### src/rtl/mcr_pkg.sv
// Shared types and constants for the midpoint circle rasterizer.
`timescale 1ns / 1ps

package mcr_pkg;

    // Request kinds
    localparam logic KIND_START = 1'b0;
    localparam logic KIND_STEP  = 1'b1;

    // Eight symmetric pixels per set
    localparam int unsigned PIX_IDX_BITS = 3;
    localparam logic [PIX_IDX_BITS-1:0] PIX_IDX_LAST = 3'd7;

    // Set queue between front and back
    localparam int unsigned Q_DEPTH    = 2;
    localparam int unsigned Q_PTR_BITS = 1;
    localparam int unsigned Q_CNT_BITS = 2;

    typedef struct packed {
        logic full;
        logic not_empty;
    } mcr_q_status_t;

endpackage

### src/rtl/mcr_front.sv
// Front end: accepts requests, advances the midpoint state, queues pixel sets.
`timescale 1ns / 1ps

module mcr_front #(
    parameter int unsigned COORD_BITS  = 12,
    parameter int unsigned RADIUS_BITS = 10
) (
    input  logic                                      clk,
    input  logic                                      rst_n,
    input  logic                                      in_valid,
    output logic                                      in_ready,
    input  logic                                      kind,
    input  logic signed [COORD_BITS-1:0]              center_x,
    input  logic signed [COORD_BITS-1:0]              center_y,
    input  logic        [RADIUS_BITS-1:0]             radius,
    input  mcr_pkg::mcr_q_status_t                    q_status,
    output logic                                      push,
    output logic [2*COORD_BITS+2*RADIUS_BITS:0]       push_data
);
    import mcr_pkg::*;

    localparam int unsigned DEC_BITS = RADIUS_BITS + 3;

    logic signed [COORD_BITS-1:0]  held_cx_reg, held_cx_next;
    logic signed [COORD_BITS-1:0]  held_cy_reg, held_cy_next;
    logic        [RADIUS_BITS-1:0] x_reg, x_next;
    logic        [RADIUS_BITS-1:0] y_reg, y_next;
    logic        [DEC_BITS-1:0]    dec_reg, dec_next;
    logic                          active_reg, active_next;

    logic                   accept;
    logic                   is_start;
    logic                   can_step;
    logic                   moving;
    logic [RADIUS_BITS-1:0] x_inc;
    logic [RADIUS_BITS-1:0] y_dec;
    logic [RADIUS_BITS-1:0] y_new;
    logic [DEC_BITS-1:0]    dec_step;
    logic [DEC_BITS-1:0]    dec_start;

    assign in_ready = !q_status.full;
    assign accept   = in_valid && in_ready;
    assign is_start = (kind == KIND_START);
    assign can_step = active_reg && (x_reg < y_reg);

    assign x_inc  = x_reg + {{(RADIUS_BITS-1){1'b0}}, 1'b1};
    assign y_dec  = y_reg - {{(RADIUS_BITS-1){1'b0}}, 1'b1};
    // decision >= 0 means the midpoint is outside: step diagonally
    assign moving = !dec_reg[DEC_BITS-1];
    assign y_new  = moving ? y_dec : y_reg;

    // d += 2x + 1, less 2y on a diagonal move (x, y already updated)
    assign dec_step = dec_reg + {2'b00, x_inc, 1'b1}
                    - (moving ? {2'b00, y_new, 1'b0} : {DEC_BITS{1'b0}});
    assign dec_start = {{(DEC_BITS-1){1'b0}}, 1'b1} - {3'b000, radius};

    always_comb
    begin
        held_cx_next = held_cx_reg;
        held_cy_next = held_cy_reg;
        x_next       = x_reg;
        y_next       = y_reg;
        dec_next     = dec_reg;
        active_next  = active_reg;
        push         = 1'b0;
        push_data    = {held_cx_reg, held_cy_reg, x_inc, y_new, !(x_inc < y_new)};
        if (accept)
        begin
            if (is_start)
            begin
                held_cx_next = center_x;
                held_cy_next = center_y;
                x_next       = {RADIUS_BITS{1'b0}};
                y_next       = radius;
                dec_next     = dec_start;
                active_next  = (radius != {RADIUS_BITS{1'b0}});
                push         = 1'b1;
                push_data    = {center_x, center_y, {RADIUS_BITS{1'b0}}, radius,
                                (radius == {RADIUS_BITS{1'b0}})};
            end
            else if (can_step)
            begin
                x_next      = x_inc;
                y_next      = y_new;
                dec_next    = dec_step;
                active_next = (x_inc < y_new);
                push        = 1'b1;
            end
            else
            begin
                active_next = 1'b0;
            end
        end
    end

    always_ff @(posedge clk or negedge rst_n)
    begin
        if (!rst_n)
        begin
            held_cx_reg <= '0;
            held_cy_reg <= '0;
            x_reg       <= '0;
            y_reg       <= '0;
            dec_reg     <= '0;
            active_reg  <= 1'b0;
        end
        else
        begin
            held_cx_reg <= held_cx_next;
            held_cy_reg <= held_cy_next;
            x_reg       <= x_next;
            y_reg       <= y_next;
            dec_reg     <= dec_next;
            active_reg  <= active_next;
        end
    end

    // An active circle always has at least one set left to produce
    a_active_has_work: assert property (@(posedge clk) disable iff (!rst_n)
        active_reg |-> (x_reg < y_reg))
        else $error("active circle with x not below y");

    // A start always leaves x at zero and y at the requested radius
    a_start_loads: assert property (@(posedge clk) disable iff (!rst_n)
        (accept && is_start) |=> (x_reg == '0) && (y_reg == $past(radius)))
        else $error("start did not load offsets");

endmodule

### src/rtl/mcr_queue.sv
// Small FIFO of pending pixel sets between front and back.
`timescale 1ns / 1ps

module mcr_queue #(
    parameter int unsigned WIDTH = 45
) (
    input  logic                   clk,
    input  logic                   rst_n,
    input  logic                   push,
    input  logic [WIDTH-1:0]       push_data,
    input  logic                   pop,
    output logic [WIDTH-1:0]       head_data,
    output mcr_pkg::mcr_q_status_t q_status
);
    import mcr_pkg::*;

    logic [WIDTH-1:0]      entry_reg [Q_DEPTH];
    logic [Q_PTR_BITS-1:0] wr_ptr_reg, wr_ptr_next;
    logic [Q_PTR_BITS-1:0] rd_ptr_reg, rd_ptr_next;
    logic [Q_CNT_BITS-1:0] count_reg, count_next;

    assign q_status.full      = (count_reg == Q_CNT_BITS'(Q_DEPTH));
    assign q_status.not_empty = (count_reg != '0);
    assign head_data          = entry_reg[rd_ptr_reg];

    always_comb
    begin
        wr_ptr_next = push ? wr_ptr_reg + 1'b1 : wr_ptr_reg;
        rd_ptr_next = pop  ? rd_ptr_reg + 1'b1 : rd_ptr_reg;
        count_next  = count_reg;
        if (push && !pop)
        begin
            count_next = count_reg + 1'b1;
        end
        else if (pop && !push)
        begin
            count_next = count_reg - 1'b1;
        end
    end

    always_ff @(posedge clk)
    begin
        if (push)
        begin
            entry_reg[wr_ptr_reg] <= push_data;
        end
    end

    always_ff @(posedge clk or negedge rst_n)
    begin
        if (!rst_n)
        begin
            wr_ptr_reg <= '0;
            rd_ptr_reg <= '0;
            count_reg  <= '0;
        end
        else
        begin
            wr_ptr_reg <= wr_ptr_next;
            rd_ptr_reg <= rd_ptr_next;
            count_reg  <= count_next;
        end
    end

    a_no_overflow: assert property (@(posedge clk) disable iff (!rst_n)
        push |-> (!q_status.full || pop))
        else $error("set queue overflow");

    a_no_underflow: assert property (@(posedge clk) disable iff (!rst_n)
        pop |-> q_status.not_empty)
        else $error("set queue underflow");

endmodule

### src/rtl/mcr_back.sv
// Back end: walks each queued set through its eight pixels into the output register.
`timescale 1ns / 1ps

module mcr_back #(
    parameter int unsigned COORD_BITS  = 12,
    parameter int unsigned RADIUS_BITS = 10
) (
    input  logic                                clk,
    input  logic                                rst_n,
    input  mcr_pkg::mcr_q_status_t              q_status,
    input  logic [2*COORD_BITS+2*RADIUS_BITS:0] head_data,
    output logic                                pop,
    output logic                                out_valid,
    input  logic                                out_ready,
    output logic signed [COORD_BITS:0]          pixel_x,
    output logic signed [COORD_BITS:0]          pixel_y,
    output logic                                last_of_set,
    output logic                                circle_done
);
    import mcr_pkg::*;

    localparam int unsigned SUM_BITS = COORD_BITS + RADIUS_BITS + 1;

    logic [PIX_IDX_BITS-1:0] idx_reg, idx_next;
    logic                    out_valid_reg, out_valid_next;
    logic [COORD_BITS:0]     pixel_x_reg;
    logic [COORD_BITS:0]     pixel_y_reg;
    logic                    last_reg;
    logic                    done_reg;

    logic [COORD_BITS-1:0]  cx, cy;
    logic [RADIUS_BITS-1:0] off_x, off_y;
    logic                   set_done;
    logic [RADIUS_BITS-1:0] a_off, b_off;
    logic [SUM_BITS-1:0]    cx_e, cy_e, a_e, b_e, px_s, py_s;
    logic                   load;
    logic                   is_last;

    assign {cx, cy, off_x, off_y, set_done} = head_data;

    // idx[2] swaps the offsets, idx[0] negates the x term, !idx[1] the y term
    assign a_off = idx_reg[2] ? off_y : off_x;
    assign b_off = idx_reg[2] ? off_x : off_y;
    assign cx_e  = {{(SUM_BITS-COORD_BITS){cx[COORD_BITS-1]}}, cx};
    assign cy_e  = {{(SUM_BITS-COORD_BITS){cy[COORD_BITS-1]}}, cy};
    assign a_e   = {{(SUM_BITS-RADIUS_BITS){1'b0}}, a_off};
    assign b_e   = {{(SUM_BITS-RADIUS_BITS){1'b0}}, b_off};
    assign px_s  = idx_reg[0] ? cx_e - a_e : cx_e + a_e;
    assign py_s  = idx_reg[1] ? cy_e + b_e : cy_e - b_e;

    assign is_last = (idx_reg == PIX_IDX_LAST);
    assign load    = q_status.not_empty && (!out_valid_reg || out_ready);
    assign pop     = load && is_last;

    always_comb
    begin
        idx_next       = load ? idx_reg + 1'b1 : idx_reg;
        out_valid_next = out_valid_reg;
        if (load)
        begin
            out_valid_next = 1'b1;
        end
        else if (out_ready)
        begin
            out_valid_next = 1'b0;
        end
    end

    always_ff @(posedge clk or negedge rst_n)
    begin
        if (!rst_n)
        begin
            idx_reg       <= '0;
            out_valid_reg <= 1'b0;
        end
        else
        begin
            idx_reg       <= idx_next;
            out_valid_reg <= out_valid_next;
        end
    end

    always_ff @(posedge clk)
    begin
        if (load)
        begin
            pixel_x_reg <= px_s[COORD_BITS:0];
            pixel_y_reg <= py_s[COORD_BITS:0];
            last_reg    <= is_last;
            done_reg    <= set_done;
        end
    end

    assign out_valid   = out_valid_reg;
    assign pixel_x     = pixel_x_reg;
    assign pixel_y     = pixel_y_reg;
    assign last_of_set = last_reg;
    assign circle_done = done_reg;

    // Retiring a set leaves the walker at the first pixel of the next one
    a_pop_rewinds: assert property (@(posedge clk) disable iff (!rst_n)
        pop |=> (idx_reg == '0) && out_valid_reg && last_reg)
        else $error("set retired without ending on last pixel");

endmodule

### src/rtl/midpoint_circle_rasterizer_unit.sv
// Top level of the midpoint circle rasterizer.
`timescale 1ns / 1ps

// Midpoint circle rasterizer. A start request (kind 0) loads center and radius and
// produces the eight symmetric pixels of the point x = 0, y = radius; each step
// request (kind 1) advances the midpoint decision one column and produces the next
// eight pixels, until x is no longer below y. Steps with no circle in progress are
// taken and produce nothing. Every pixel set comes out one pixel per cycle through
// the single output port while out_ready is held high. The front end updates the
// circle state and places each set in a two-entry queue; the back end walks the
// queue head through its eight pixels into an output register. Requests keep
// flowing while the queue has room, and a step that makes nothing is still taken
// at the input. A taken request's set is written into the queue, and once it is the
// queue head and the output side is free, its first pixel is loaded into the output
// register. last_of_set marks the eighth pixel of each set, circle_done marks every
// pixel of the circle's final set (including radius zero). Pixel coordinates wrap
// to COORD_BITS+1 bits.

module midpoint_circle_rasterizer_unit #(
    parameter int unsigned COORD_BITS  = 12,
    parameter int unsigned RADIUS_BITS = 10
) (
    input  logic                          clk,
    input  logic                          rst_n,
    input  logic                          in_valid,
    output logic                          in_ready,
    input  logic                          kind,
    input  logic signed [COORD_BITS-1:0]  center_x,
    input  logic signed [COORD_BITS-1:0]  center_y,
    input  logic        [RADIUS_BITS-1:0] radius,
    output logic                          out_valid,
    input  logic                          out_ready,
    output logic signed [COORD_BITS:0]    pixel_x,
    output logic signed [COORD_BITS:0]    pixel_y,
    output logic                          last_of_set,
    output logic                          circle_done
);
    import mcr_pkg::*;

    // Queued set: center x, center y, x offset, y offset, final-set flag
    localparam int unsigned SET_BITS = 2 * COORD_BITS + 2 * RADIUS_BITS + 1;

    mcr_q_status_t       q_status;
    logic                push;
    logic                pop;
    logic [SET_BITS-1:0] push_data;
    logic [SET_BITS-1:0] head_data;

    mcr_front #(
        .COORD_BITS  (COORD_BITS),
        .RADIUS_BITS (RADIUS_BITS)
    ) u_front (
        .clk       (clk),
        .rst_n     (rst_n),
        .in_valid  (in_valid),
        .in_ready  (in_ready),
        .kind      (kind),
        .center_x  (center_x),
        .center_y  (center_y),
        .radius    (radius),
        .q_status  (q_status),
        .push      (push),
        .push_data (push_data)
    );

    mcr_queue #(
        .WIDTH (SET_BITS)
    ) u_queue (
        .clk       (clk),
        .rst_n     (rst_n),
        .push      (push),
        .push_data (push_data),
        .pop       (pop),
        .head_data (head_data),
        .q_status  (q_status)
    );

    mcr_back #(
        .COORD_BITS  (COORD_BITS),
        .RADIUS_BITS (RADIUS_BITS)
    ) u_back (
        .clk         (clk),
        .rst_n       (rst_n),
        .q_status    (q_status),
        .head_data   (head_data),
        .pop         (pop),
        .out_valid   (out_valid),
        .out_ready   (out_ready),
        .pixel_x     (pixel_x),
        .pixel_y     (pixel_y),
        .last_of_set (last_of_set),
        .circle_done (circle_done)
    );

endmodule
### config.mk
export PLATFORM = sky130hd
export DESIGN_NAME = midpoint_circle_rasterizer_unit
export DESIGN_NICKNAME = d
export VERILOG_FILES = /design/src/rtl/mcr_pkg.sv /design/src/rtl/mcr_front.sv /design/src/rtl/mcr_queue.sv /design/src/rtl/mcr_back.sv /design/src/rtl/midpoint_circle_rasterizer_unit.sv
export SDC_FILE = /design/constraint.sdc
export NUM_CORES = 1
export LEC_CHECK = 0
export BUFFER_PORTS_ARGS = -buffer_cell sky130_fd_sc_hd__buf_2
export CORE_AREA = 2 2 210 212
export CTS_BUF_LIST = sky130_fd_sc_hd__clkbuf_16
export DETAILED_ROUTE_END_ITERATION = 8
export DIE_AREA = 0 0 212 214
export GPL_ROUTABILITY_DRIVEN = 0
export PLACE_DENSITY = 0.45
export SETUP_SLACK_MARGIN = 0.1
export SYNTH_ARGS = -nofsm -noshare
export SYNTH_HDL_FRONTEND = slang
export SYNTH_SLANG_ARGS = --single-unit
export TNS_END_PERCENT = 5
### constraint.sdc
create_clock -name clk -period 4.79 [get_ports clk]
set_input_delay 0 -clock clk [delete_from_list [all_inputs] [get_ports clk]]
set_output_delay 0 -clock clk [all_outputs]
set_load 0.01 [all_outputs]
== Word level (Yosys, flattened, before mapping) ==
Memories as Yosys holds them, arrays and structs flattened.
Index checks and enable logic that the tools add are counted.

* Bits in registers: 94
* Bits of input ports: 39
* Output and inout port bits: 30
* Bits in writable memories: 90
* Memories: 1

{| class="wikitable"
|+ Memory list
! memory !! words !! bits a word !! rd ports !! clocked after memory_dff !! write ports !! line !! text
|-
| u_queue.entry_reg || 2 || 45 || 1 || 0 || 1 || mcr_queue.sv:17 || <nowiki>logic [WIDTH-1:0] entry_reg [Q_DEPTH];</nowiki>
|}

* Bitwise operators: 1
* Muxes and demuxes: 25
* Order comparisons: 2
* Eq/ne operators: 3
* $add $sub $neg: 14
* Reduce and logical (&&, ||, !) cells: 19

{| class="wikitable"
|+ Operators with widths
! kind !! number
|-
| 45-bit two-way mux || 2
|-
| 10-bit two-way mux || 7
|-
| 13-bit two-way mux || 4
|-
| 12-bit by 11-bit adder with 13-bit output || 2
|-
| 12-bit by 11-bit subtractor with 13-bit output || 2
|-
| 10-bit less-than comparator || 2
|-
| 13-bit by 11-bit adder with 13-bit output || 1
|-
| 13-bit subtractor || 1
|-
| 11-bit two-way mux || 1
|-
| 1-bit by 10-bit subtractor with 11-bit output (first input constant) || 1
|-
| 10-bit by 1-bit adder with 10-bit output (second input constant) || 1
|-
| 10-bit zero test || 1
|-
| 10-bit nonzero test || 1
|-
| 10-bit by 1-bit subtractor with 10-bit output (second input constant) || 1
|-
| 1-bit two-way mux || 9
|-
| 1-bit logical AND || 6
|-
| 2-bit nonzero test || 3
|-
| 1-bit zero test || 5
|-
| 2-bit two-way mux || 2
|-
| 2-bit AND reduction || 2
|-
| 3-bit by 1-bit adder with 3-bit output (second input constant) || 1
|-
| 3-bit == test (second input constant) || 1
|-
| 1-bit adder (second input constant) || 2
|-
| 2-bit by 1-bit adder with 2-bit output (second input constant) || 1
|-
| other kinds (5) || 5
|}

== Depth between registers and ports, before layout ==
* Word-level depth: 9
* Mapped depth: 16
* Depth with buffers taken out: 15

== Cells and area by module ==
Synthesis repeated with hierarchy kept, for this count alone.

* Cell total of the unflattened synthesis: 1003
* Area total of the unflattened synthesis: 10944.2 um^2

{| class="wikitable"
|+ By module, submodules not included
! module !! cells each !! sequential area each (um^2) !! area each (um^2) !! instances
|-
| mcr_front || 561 || 1451.4 || 4478.0 || 1
|-
| mcr_queue || 156 || 2802.7 || 3636.0 || 1
|-
| mcr_back || 286 || 940.9 || 2830.2 || 1
|}

== Worst setup path after synthesis ==
No wires, ideal clock.

* Path type: reg2reg
* From: register u_front.y_reg[8]
* To: memory u_queue.entry_reg[0][0], enable pin
* Arrival time: 3.790 ns
* Buffers on the path: 2
* Data required time: 4.342 ns
* Path slack: 0.552 ns
* Cell stages (with the launch flop): 10
* Cell sequence: dfrtp_1 inv_1 ha_1 a21oi_1 o2111ai_1 or3_1 o211a_1 clkbuf_1 clkbuf_1 nor2_1

* Longest elaborated chain between the ends: 7

{| class="wikitable"
|+ RTL lines
! element !! line !! text
|-
| start, declared || mcr_front.sv:27 || <nowiki>logic [RADIUS_BITS-1:0] y_reg, y_next;</nowiki>
|-
| start signal, assigned || mcr_front.sv:112 || <nowiki>y_reg <= y_next;</nowiki>
|-
| 10-bit less-than comparator || mcr_front.sv:44 || <nowiki>assign can_step = active_reg && (x_reg < y_reg);</nowiki>
|-
| 1-bit logical AND || mcr_front.sv:44 ||
|-
| 1-bit two-way mux || mcr_front.sv:81 || <nowiki>else if (can_step)</nowiki>
|-
| 1-bit two-way mux || mcr_front.sv:69 || <nowiki>if (is_start)</nowiki>
|-
| 1-bit two-way mux || mcr_front.sv:67 || <nowiki>if (accept)</nowiki>
|-
| 1-bit two-way mux || mcr_queue.sv:43 || <nowiki>if (push)</nowiki>
|-
| 1-bit two-way mux (not written as such) || mcr_queue.sv:45 || <nowiki>entry_reg[wr_ptr_reg] <= push_data;</nowiki>
|-
| end, declared || mcr_queue.sv:17 ||
|}

No other way between the ends.

== Worst setup path in the final report ==
* From: register u_front.y_reg[2]
* To: register u_front.dec_reg[9]

* Longest elaborated chain between the ends: 6

{| class="wikitable"
|+ RTL lines
! element !! line !! text
|-
| 10-bit by 1-bit subtractor with 10-bit output || mcr_front.sv:47 || <nowiki>assign y_dec = y_reg - {{(RADIUS_BITS-1){1'b0}}, 1'b1};</nowiki>
|-
| 10-bit two-way mux || mcr_front.sv:50 || <nowiki>assign y_new = moving ? y_dec : y_reg;</nowiki>
|-
| 11-bit two-way mux || mcr_front.sv:54 || <nowiki>- (moving ? {2'b00, y_new, 1'b0} : {DEC_BITS{1'b0}});</nowiki>
|-
| 13-bit subtractor || mcr_front.sv:54 ||
|-
| 13-bit two-way mux || mcr_front.sv:81 ||
|-
| 13-bit two-way mux || mcr_front.sv:69 ||
|-
| end signal, assigned || mcr_front.sv:113 || <nowiki>dec_reg <= dec_next;</nowiki>
|-
| end, declared || mcr_front.sv:28 || <nowiki>logic [DEC_BITS-1:0] dec_reg, dec_next;</nowiki>
|}

Parallel ways exist; a longest one is shown, timed or not. The select of a mux whose other input is x is not followed.
A chain may end at the register's enable or synchronous reset.

==> flow_metrics.tcl <==
set metrics [dict create \
    status "finished, final reports clean" \
    dieHeight_um 214 \
    wl_per_cell_um 15.33 \
    yosysSeqAreaShare_pct 48.73 \
    cp.arrival_ns 4.73 \
    worst_pin_slew_ns 0.8641 \
    multiInputGateArea_um2 5112 \
    cts_tree "done" \
    cap_viol_max_count 0 \
    die-area_um2 45370 \
    io_buffers 68 \
    final_common_cell "nand2_1" \
    drtAntennaViolNets 0 \
    layout-drive-gt1-share_pct 16.70 \
    post_cts_resized 0 \
    ys_warn_count 0 \
    grt_pass1_vias 7391 \
    min_period_ns 4.392 \
    rsz0062_at_grt "false" \
    drc 0 \
    fp.dieW_um 212 \
    grt_antenna_before_repair 1 \
    hpwl_um 18710 \
    synth_top_cell_by_area "edfxtp_1" \
    placed_area_um2 11760 \
    setup_viol_count_final 0 \
    ctsRootBufferMaster "clkbuf_16" \
    overflow 0 \
    syn_area_per_cell_um2 10.87 \
    yosys-top-cells-area "edfxtp_1, dfrtp_1, ha_1, nand2_1, xnor2_1" \
    finalSetupTns_ns 0 \
    yosys_register_bits 184 \
    drv_slew 0 \
    hold_viol_final 0 \
    min-delay-start "radius[9]" \
    async_reset_ff_share_pct 35.87 \
    fin_ws_ns 0.3980 \
    slew_headroom_pct 42.40 \
    clock_latency_ns 0.45 \
    core_area_um2 42890 \
    ff_latch_area_um2 5196 \
    netlist_area_um2 10660 \
    htreeDepth 4 \
    largest_reg_flops 90 \
    startpoint "u_front.y_reg[2]" \
    final_cell_mix "nand2_1, edfxtp_1, nor2_1" \
    finalWirelength_um 25860 \
    fin_crit_sh_pct 91.69 \
    cts_inserted_buffers 17 \
    syn_nets 1097 \
    cts_buffer_depth 2 \
    start_kind "register" \
    netlist_instances 981 \
    track_usage_pct 11.81 \
    start_util_pct 24.86 \
    row_count 76 \
    synth-main-ff-cell "edfxtp_1" \
    grt_pass1_wl_um 41030 \
    yosysUniqueCellTypes 66 \
    post-cts-setup-buffers 0 \
    min_path_type "in2reg" \
    grt_max_degree 56 \
    fillers 4448 \
    clkTransAtPathRegs_ns 0.07 \
    r2r_start "u_front.y_reg[2]" \
    path_class "reg2reg" \
    n_antenna_cell 0 \
    cts.sinks 184 \
    via_per_inst 4.402 \
    firstDrtPassIters 5 \
    synth_edf_count 118 \
    endpoint_kind "register" \
    drtIter0Drc 323 \
    areaGrowthSynthToFinish_pct 19.11 \
    clock.fmax_mhz 227.7 \
    post-place-ws_ns 0.4021 \
    finalNetCount 1205 \
    num_vias 7427 \
    critPathRequiredTime_ns 5.12 \
    synth_top_area_share_pct 33.24 \
    whs_ns 0.02727 \
    io_pins 69 \
    skew_ns 0.01318 \
    final_area_um2 12700 \
    worstPathMaxFanout 6 \
]
==> critical path: stages (launching register included) <==
cell       delay (ns)
dfrtp_1          0.45
or4_1            0.56
nor3_1           0.43
xnor2_1          0.24
nor2_1           0.09
fa_1             0.49
inv_1            0.04
ha_1             0.35
inv_1            0.10
a2111oi_0        0.55
nor3_1           0.16
and3_1           0.22
o32a_1           0.33
mux2_2           0.26
==> worst paths after layout <==
kind                                                to  slack (ns)  depth (start not counted)
max in group asynchronous       u_front.held_cy_reg[3]        3.77                          3
worst min-delay path                  u_front.y_reg[9]        0.03                          4
min in group asynchronous           u_front.dec_reg[2]        0.31                          3
worst max-delay path                u_front.dec_reg[9]        0.40                         13
worst min register to register  u_front.held_cy_reg[2]        0.47                          2
worst max register to register      u_front.dec_reg[9]        0.40                         13
==> per-stage QoR <==
step                std cells  util (%)
global placement         1619     27.42
CTS                      1687     29.61
global route             1687     29.61
finish                   1687     29.61
floorplan                 981         -
detailed placement       1619     27.42
==> cells in the mapped netlist, drive strengths merged (11+ instances only) <==
| master | count |
|---|---|
| mux4 | 18 |
| fa | 12 |
| ha | 65 |
| xor2 | 28 |
| nor2 | 81 |
| a21oi | 65 |
| nand2 | 137 |
| nor3 | 19 |
| clkbuf | 24 |
| dfrtp | 66 |
| nand3 | 16 |
| o21ai | 42 |
| inv | 68 |
| a21o | 12 |
| mux2 | 32 |
| xnor2 | 44 |
| edfxtp | 118 |
| a211oi | 11 |
==> routing by layer <==
metal	track usage, %	part of all wire (%)	up-vias
met5	0	0	-
met4	2.934	1.3	0
met3	2.624	3.6	18
met2	18.70	45	114
met1	16.31	50	3583
li1	-	-	3712
==> repair_timing <==
item | CTS | global route
hold buffers | 36 | 0
hold endpoints to repair | 147 | 0
setup endpoints to repair | 0 | 0
==> cell families (layout without fill, tap and decap cells) <==
logic type	Yosys count	count (layout)	synth area share (%)
buffers and inverters	99	220	3.579
DFF	184	184	48.73
xor gates and xnor gates	72	72	5.985
AOI/OAI and AO/OA	182	182	10.66
adders and majority gates	77	77	9.881
muxes	57	57	8.051
and+or+nand+nor	310	310	13.12
==> area by class of cell <==
class	count	share of cell area [%]
sequential	184	40.92
multi-input combinational	698	40.26
timing repair buffer	120	6.483
tap	585	5.764
clock buffer	17	3.350
inverter	68	2.010
clock inverter	15	1.212
Power is left out: the tool's default activity adds up to more than one toggle a clock period on the data nets, which glitch-free logic cannot reach.
